**config.mk**
```make
export PLATFORM = sky130hd
export DESIGN_NAME = mfilt_median
export DESIGN_NICKNAME = d
export VERILOG_FILES = /design/src/hdl/mfilt_pkg.sv /design/src/hdl/mfilt_median.sv
export SDC_FILE = /design/constraint.sdc
export NUM_CORES = 1
export LEC_CHECK = 0
export BUFFER_PORTS_ARGS = -buffer_cell sky130_fd_sc_hd__clkbuf_2
export CAP_MARGIN = 5
export CORE_ASPECT_RATIO = 1.75
export CORE_MARGIN = 2
export CORE_UTILIZATION = 55
export DETAILED_ROUTE_END_ITERATION = 10
export GPL_ROUTABILITY_DRIVEN = 0
export PLACE_DENSITY = 0.79
export SETUP_SLACK_MARGIN = 0.02
export SLEW_MARGIN = 15
export SYNTH_ARGS = -nofsm -noshare
export SYNTH_HDL_FRONTEND = slang
export SYNTH_SLANG_ARGS = --single-unit
```
**constraint.sdc**
```tcl
create_clock -name vclk -period 28
set_clock_uncertainty 0.15 [all_clocks]
set_input_delay 8.4 -clock vclk [all_inputs]
set_output_delay 8.4 -clock vclk [all_outputs]
set_load 0.05 [all_outputs]
```
**src/hdl/mfilt_pkg.sv**
```systemverilog
// Shared types, constants and compare helpers of the 3x3 median filter.
// Used by mfilt_linebuf, mfilt_median and median_filter_3x3; depends on nothing.
package mfilt_pkg;

	// Line store geometry
	localparam int MAX_WIDTH = 1024;
	localparam int COL_W     = $clog2(MAX_WIDTH);
	localparam int PIX_W     = 8;
	localparam int SIZE_W    = 11;
	localparam int ROW_W     = 11;
	// Width for column positions compared against the active width
	localparam int POS_W     = (COL_W + 1 > SIZE_W) ? COL_W + 1 : SIZE_W;

	// Configuration port
	localparam int CFG_IDX_W = 2;
	localparam logic [CFG_IDX_W-1:0] REG_FRAME_WIDTH  = CFG_IDX_W'(0);
	localparam logic [CFG_IDX_W-1:0] REG_FRAME_HEIGHT = CFG_IDX_W'(1);
	localparam logic [SIZE_W-1:0]    FRAME_WIDTH_RST  = SIZE_W'(512);
	localparam logic [SIZE_W-1:0]    FRAME_HEIGHT_RST = SIZE_W'(512);

	// Input command codes
	localparam logic CMD_PIXEL = 1'b0;
	localparam logic CMD_FLUSH = 1'b1;

	typedef logic [PIX_W-1:0] pix_t;
	typedef logic [COL_W-1:0] col_idx_t;

	typedef struct packed {
		logic command;
		pix_t pixel_in;
	} in_item_t;

	typedef struct packed {
		pix_t pixel_out;
		logic frame_last;
	} out_item_t;

	// One window column, sorted
	typedef struct packed {
		pix_t lo;
		pix_t md;
		pix_t hi;
	} col_t;

	// Line buffer access for one accepted item
	typedef struct packed {
		logic     en;
		col_idx_t col;
		pix_t     pix;
	} lb_req_t;

	function automatic pix_t min2(input pix_t a, input pix_t b);
		return (a < b) ? a : b;
	endfunction

	function automatic pix_t max2(input pix_t a, input pix_t b);
		return (a < b) ? b : a;
	endfunction

	function automatic pix_t min3(input pix_t a, input pix_t b, input pix_t c);
		return min2(min2(a, b), c);
	endfunction

	function automatic pix_t max3(input pix_t a, input pix_t b, input pix_t c);
		return max2(max2(a, b), c);
	endfunction

	function automatic pix_t med3(input pix_t a, input pix_t b, input pix_t c);
		return max2(min2(a, b), min2(max2(a, b), c));
	endfunction

	// Three compare-exchange steps
	function automatic col_t sort3(input pix_t a, input pix_t b, input pix_t c);
		pix_t lo1;
		pix_t hi1;
		pix_t t;
		col_t r;
		lo1  = min2(a, b);
		hi1  = max2(a, b);
		r.hi = max2(hi1, c);
		t    = min2(hi1, c);
		r.lo = min2(lo1, t);
		r.md = max2(lo1, t);
		return r;
	endfunction

endpackage

```
**src/hdl/mfilt_median.sv**
```systemverilog
// Median of a 3x3 window held as three sorted columns.
// Depends on mfilt_pkg.
module mfilt_median (
	input  mfilt_pkg::col_t [2:0] cols,
	output mfilt_pkg::pix_t       med
);

	mfilt_pkg::pix_t lo_max;
	mfilt_pkg::pix_t md_med;
	mfilt_pkg::pix_t hi_min;

	// Max of lows, median of middles, min of highs, then their median
	always_comb begin
		lo_max = mfilt_pkg::max3(cols[0].lo, cols[1].lo, cols[2].lo);
		md_med = mfilt_pkg::med3(cols[0].md, cols[1].md, cols[2].md);
		hi_min = mfilt_pkg::min3(cols[0].hi, cols[1].hi, cols[2].hi);
		med    = mfilt_pkg::med3(lo_max, md_med, hi_min);
	end

endmodule

```
==> impl_table.tex, run 1 <==
\begin{tabular}{lr}
\hline
Metric & Value \\
\hline
\multicolumn{2}{l}{\textbf{Synth}} \\
Share of the synthesized area in the top cell type & 25.5\% \\
Combinational family with the most area after synthesis & compound AO/OA/AOI/OAI gates \\
Top cells by area in the synthesized netlist & ha\_1 (25\%), inv\_1 (7.8\%), mux2i\_1 (7.0\%) \\
Simple-gate share of the synthesized area & 17.6\% \\
Nets in the synthesized netlist & 599 \\
Number of synthesis warnings & 0 \\
Area fraction in compound gates after synthesis & 34.4\% \\
Average cell area after synthesis & 7.15 um\^{}2 \\
Area leader, netlist & ha\_1 \\
Count of different cell masters after synthesis & 63 \\
Cell area after synthesis & 3290 um\^{}2 \\
Instance count of the mapped netlist & 460 \\
Xor/xnor share of the synthesized area & 0\% \\
Mux share of post-synthesis cell area & 11.0\% \\
Area share of fa/ha/maj cells after synthesis & 27.1\% \\
Share of synthesized area occupied by flip-flops and latches & 0\% \\
\multicolumn{2}{l}{\textbf{GRT}} \\
Global-route congestion overflow total & 0 \\
Vias in the first global route & 3,548 \\
Gr usage total & 27.0\% \\
Global-route wire length before repair & 15,000 um \\
Pin count of the biggest net entering global routing & 22 \\
Antenna violations before repair & 0 \\
\multicolumn{2}{l}{\textbf{Setup path}} \\
Worst EP arrival & 18.82 ns \\
Critical Path Sink Type & output pin \\
Critical Path Slowest Stage Cell & a2111oi\_4 \\
Category of the critical setup timing path & in2out \\
Biggest fanout along the worst timing path & 21 \\
Cell repeated most along the worst path & a21o\_1 \\
CP startpoint kind & input pin \\
Crit path largest cell delay & 0.46 ns \\
Required time of the critical path & 19.45 ns \\
\multicolumn{2}{l}{\textbf{Cells and area}} \\
Final layout net count & 678 \\
Total area of sequential cells & 0 um\^{}2 \\
Total of fill cells in the finished design & 561 \\
Share of layout cells above drive strength 1 & 23.5\% \\
Antenna diode count & 0 \\
Number of clock buffer instances in the layout & 0 \\
Final cell utilization of the core & 65.2\% \\
Area delta synth->final & 15.7\% \\
Total number of sequential cells & 0 \\
\multicolumn{2}{l}{\textbf{Drt}} \\
Remaining design rule violation count & 0 \\
Number of optimization iterations in the first detailed-route pass & 4 \\
Length of routed wiring on met1 & 3170 um \\
Detailed Route Iter0 Violations & 139 \\
Average wire per standard cell & 14.4 um \\
Vias per std cell & 5.81 \\
Top Layer Used & met4 \\
Met3 routed wirelength & 280 um \\
Routed wire length & 8880 um \\
Via Count & 3,572 \\
Routed met2 length & 4820 um \\
DRT antenna net count & 0 \\
\multicolumn{2}{l}{\textbf{Placement}} \\
HPWL reported at the end of detailed placement & 7780 um \\
Total of buffers placed on input and output ports & 80 \\
\multicolumn{2}{l}{\textbf{Die}} \\
Die Area & 6640 um\^{}2 \\
Die height & 106 um \\
Die X-Extent & 62.5 um \\
Starting utilization of the core area & 56.4\% \\
Core region area & 5830 um\^{}2 \\
Ports & 80 \\
Row count & 37 \\
\multicolumn{2}{l}{\textbf{Status}} \\
Run status & finished, final reports clean \\
\multicolumn{2}{l}{\textbf{Timing}} \\
Slew at the pin closest to its max-slew limit & 0.933 ns \\
Total negative slack for setup checks & 0 ns \\
Final-layout worst hold slack & 17.55 ns \\
Max Freq & 36.5 MHz \\
Post-route minimum period & 27.37 ns \\
Slew Viols, Final & 0 \\
Relative slew slack & 37.8\% \\
Portion of the clock cycle consumed by the worst path in the final layout & 97.8\% \\
Setup violators final & 0 \\
Count of final hold-check violations & 0 \\
RSZ-0062 raised after global routing & false \\
\multicolumn{2}{l}{\textbf{Run}} \\
Count of maximum capacitance violations & 0 \\
\multicolumn{2}{l}{\textbf{Clock network}} \\
Total of hold buffers inserted after clock tree synthesis & 0 \\
\multicolumn{2}{l}{\textbf{Hold path}} \\
Startpoint of the lowest-slack hold path & cols[50] \\
End point of the worst hold path & med[2] \\
Hold/Removal Path Class & in2out \\
Worst hold stages & 8 \\
\hline
\end{tabular}
[cells by family (layout without fill, tap and decap cells)]
kind of cell	count (synthesis)	count (layout)
simple gates	121	121
compound gates	158	159
buf+inv	79	155
fa+ha+maj	72	72
mux	30	30
[worst max-delay path, delay by kind of cell]
family                   cells  cell delay (ns)
AND/OR/NAND/NOR              6             1.10
adder cells (fa/ha/maj)      6             1.88
buffers and inverters        5             0.86
multiplexers                 3             0.72
AO/OA/AOI/OAI               30             5.84
[synth_stat cells (7+ instances only)]
library cell and count:
o21a_1 11, a211oi_1 7, inv_1 68, a21o_1 14, nand2_1 38, mux2i_1 23
ha_1 67, a22oi_2 7, o21ai_0 45, nor2b_1 7, a21oi_1 41, nor2_1 43
[metal layers]
metal,track usage [%],vias to the layer above
met2,53.8,116
li1,-,1826
met4,15.2,0
met5,0,-
met1,27.1,1592
met3,0.952,38
[how the worst max path moves through the flow]
stage	from	endpoint	slack, ns	depth (start not counted)
after detailed placement	cols[34]	med[4]	0.20	51
after global placement	cols[33]	med[3]	0.55	48
after global routing	cols[33]	med[4]	0.02	50
after floorplan	cols[34]	med[1]	0.32	52
after CTS	cols[34]	med[4]	0.16	51
final	cols[33]	med[4]	0.63	50
[placed cells by master, fill, tap and decap left out, types with 3 or more instances in the layout]
cell type and count:
a31oi_1 3, nor2_1 43, nand3_1 5, nor3_1 4
inv_1 68, o21ai_1 3, mux2i_4 4, a21o_1 14
buf_4 7, a22oi_2 7, buf_2 4, o21a_1 9
nand4_1 6, maj3_1 4, and3_1 4, nor2b_1 7
clkbuf_2 74, mux2i_1 23, a211oi_1 7, o21ai_0 44
nand2_1 38, ha_1 67, a21oi_1 39
[timing repair]
| item | in CTS | in global routing |
|---|---|---|
| endpoints found under the hold margin | 0 | 0 |
| buffers inserted | 0 | 3 |
| gates resized for setup | 0 | 16 |
| endpoints found under the setup margin | 0 | 8 |
[final cells by class]
cell class                 count  area (um^2)  share of cell area, %
multi-input combinational    382         2990                   78.7
timing repair buffer          87          458                   12.0
inverter                      68          255                   6.71
tap                           78         97.6                   2.57
[metrics by stage]
step | area (um^2) | instances | setup WS (ns)
final | 3800 | 615 | 0.625
after global routing | 3800 | 615 | 0.0220
after CTS | 3740 | 611 | 0.162
after detailed placement | 3740 | 611 | 0.205
after global placement | 3740 | 611 | 0.553
after floorplan | 3290 | 460 | 0.318
Power of run 1 is not shown: default switching activity piles up to over one toggle a cycle in this logic, so the estimate is an artifact.
==> inputs of run 2 (changes only) <==
- ABC_AREA: unset -> 1
- PLACE_DENSITY: 0.79 -> 0.81
==> run 2 against run 1 <==
Compared with the run above: first-iteration DRC count is 41% lower; synthesized cell count is 13% higher; via count is 3.8% lower; sequential share of layout area stayed put; critical path type unchanged; setup slack better by 1.9 ns; critical endpoint is now med[5].
==> impl_table.tex, run 2 <==
\begin{tabular}{lr}
\hline
Metric & Value \\
\hline
\multicolumn{2}{l}{\textbf{Synth}} \\
Leading cell types by count after synthesis & nand2\_1 (155), inv\_1 (91), ha\_1 (67) \\
Count of different cell masters after synthesis & 22 \\
Cell area after synthesis & 2860 um\^{}2 \\
Share of the synthesized area in the top cell type & 29.3\% \\
Area leader, netlist & ha\_1 \\
Average cell area after synthesis & 5.47 um\^{}2 \\
Top cells by area in the synthesized netlist & ha\_1 (29\%), nand2\_1 (20\%), inv\_1 (12\%) \\
Share of synthesized area occupied by flip-flops and latches & 0\% \\
Instance count of the mapped netlist & 522 \\
Number of synthesis warnings & 0 \\
Nets in the synthesized netlist & 661 \\
Leading cell type by number of instances after synthesis & nand2\_1 \\
\multicolumn{2}{l}{\textbf{GRT}} \\
Global-route wire length before repair & 12,500 um \\
Global-route congestion overflow total & 0 \\
Antenna violations before repair & 0 \\
Vias in the first global route & 3,290 \\
Gr usage total & 26.2\% \\
Pin count of the biggest net entering global routing & 32 \\
\multicolumn{2}{l}{\textbf{Die}} \\
Die X-Extent & 58.5 um \\
Core region area & 4980 um\^{}2 \\
Ports & 80 \\
Die height & 99.3 um \\
Starting utilization of the core area & 57.4\% \\
Row count & 34 \\
Die Area & 5810 um\^{}2 \\
\multicolumn{2}{l}{\textbf{Setup path}} \\
Buffer and inverter count on the worst path & 7 \\
Gate family responsible for the most delay along the worst path & compound AO/OA/AOI/OAI gates \\
Critical Path Sink Type & output pin \\
CP startpoint kind & input pin \\
Category of the critical setup timing path & in2out \\
Critical Path Slowest Stage Cell & a211oi\_2 \\
Crit path largest cell delay & 0.52 ns \\
Worst EP arrival & 16.92 ns \\
Required time of the critical path & 19.45 ns \\
Biggest fanout along the worst timing path & 31 \\
\multicolumn{2}{l}{\textbf{Placement}} \\
HPWL reported at the end of detailed placement & 6720 um \\
Standard cell area after detailed placement & 3270 um\^{}2 \\
Total of buffers placed on input and output ports & 80 \\
\multicolumn{2}{l}{\textbf{Drt}} \\
Remaining design rule violation count & 0 \\
Average wire per standard cell & 11.3 um \\
Vias per std cell & 5.33 \\
Via Count & 3,435 \\
DRT antenna net count & 0 \\
Routed wire length & 7280 um \\
Number of optimization iterations in the first detailed-route pass & 4 \\
Detailed Route Iter0 Violations & 82 \\
\multicolumn{2}{l}{\textbf{Timing}} \\
RSZ-0062 raised after global routing & false \\
Slew Viols, Final & 0 \\
Post-route minimum period & 25.47 ns \\
Total negative slack for setup checks & 0 ns \\
Max Freq & 39.3 MHz \\
Count of final hold-check violations & 0 \\
Relative slew slack & 33.0\% \\
Slew at the pin closest to its max-slew limit & 1.00 ns \\
Portion of the clock cycle consumed by the worst path in the final layout & 91.0\% \\
Setup violators final & 0 \\
\multicolumn{2}{l}{\textbf{Status}} \\
Run status & finished, final reports clean \\
\multicolumn{2}{l}{\textbf{Cells and area}} \\
Total area of sequential cells & 0 um\^{}2 \\
Final standard cell area without fillers & 3270 um\^{}2 \\
Most frequent standard cell in the layout excluding fill and tap cells & nand2\_1 \\
Most frequent cells in the layout & nand2\_1 (155), inv\_1 (91), clkbuf\_2 (80) \\
Share of layout cells above drive strength 1 & 17.1\% \\
Antenna diode count & 0 \\
Final layout net count & 731 \\
Total number of sequential cells & 0 \\
Area delta synth->final & 14.6\% \\
Number of clock buffer instances in the layout & 0 \\
\multicolumn{2}{l}{\textbf{Hold path}} \\
Hold/Removal Path Class & in2out \\
\multicolumn{2}{l}{\textbf{Run}} \\
Count of maximum capacitance violations & 0 \\
\multicolumn{2}{l}{\textbf{Clock network}} \\
\# resized after CTS & 0 \\
\# Post-CTS Setup Buffers & 0 \\
Total of hold buffers inserted after clock tree synthesis & 0 \\
\hline
\end{tabular}
[run 2: cell types whose count changed in the layout (fill, tap and decap cells not counted), sizes merged, moves of 16 or more]
cell and delta:
inv +26, mux2i -28, nand2 +132, nand3 +21
nor2 -16, o21ai +19
[run 2: routing by layer]
metal / share of wire, % / track usage, % / up-vias
li1: - / - / 1847
met1: 35 / 21.8 / 1465
met2: 56 / 56.7 / 92
met3: 3.0 / 0.780 / 31
met4: 5.2 / 12.9 / 0
met5: 0 / 0 / -
[run 2: cells by family after synthesis]
kind of cell               synth area share, %
and+or+nand+nor                           34.2
adders and majority gates                 29.3
AOI/OAI and AO/OA                         22.3
buffers and inverters                     14.1
[run 2: per-stage QoR]
stage / util (%) / setup WS, ns / hold WS [ns] / cells
2_1_floorplan: - / 3.38 / 17.27 / 522
3_3_place_gp: 65.8 / 2.89 / 17.50 / 644
3_5_place_dp: 65.8 / 2.61 / 17.50 / 644
4_1_cts: 65.8 / 2.60 / 17.50 / 644
5_1_grt: 65.8 / 1.69 / 17.57 / 644
6_report: 65.8 / 2.53 / 17.51 / 644
[run 2: layout make-up]
type	count	area, um^2
timing repair buffer	80	400
tap	54	67.6
inverter	94	353
fill	515	1700
multi-input combinational	416	2450
[run 2: worst paths after layout]
kind | cells past startpoint | end | startpoint
min | 7 | med[0] | cols[64]
max | 46 | med[5] | cols[39]
Power of run 2 is left out for the same reason.
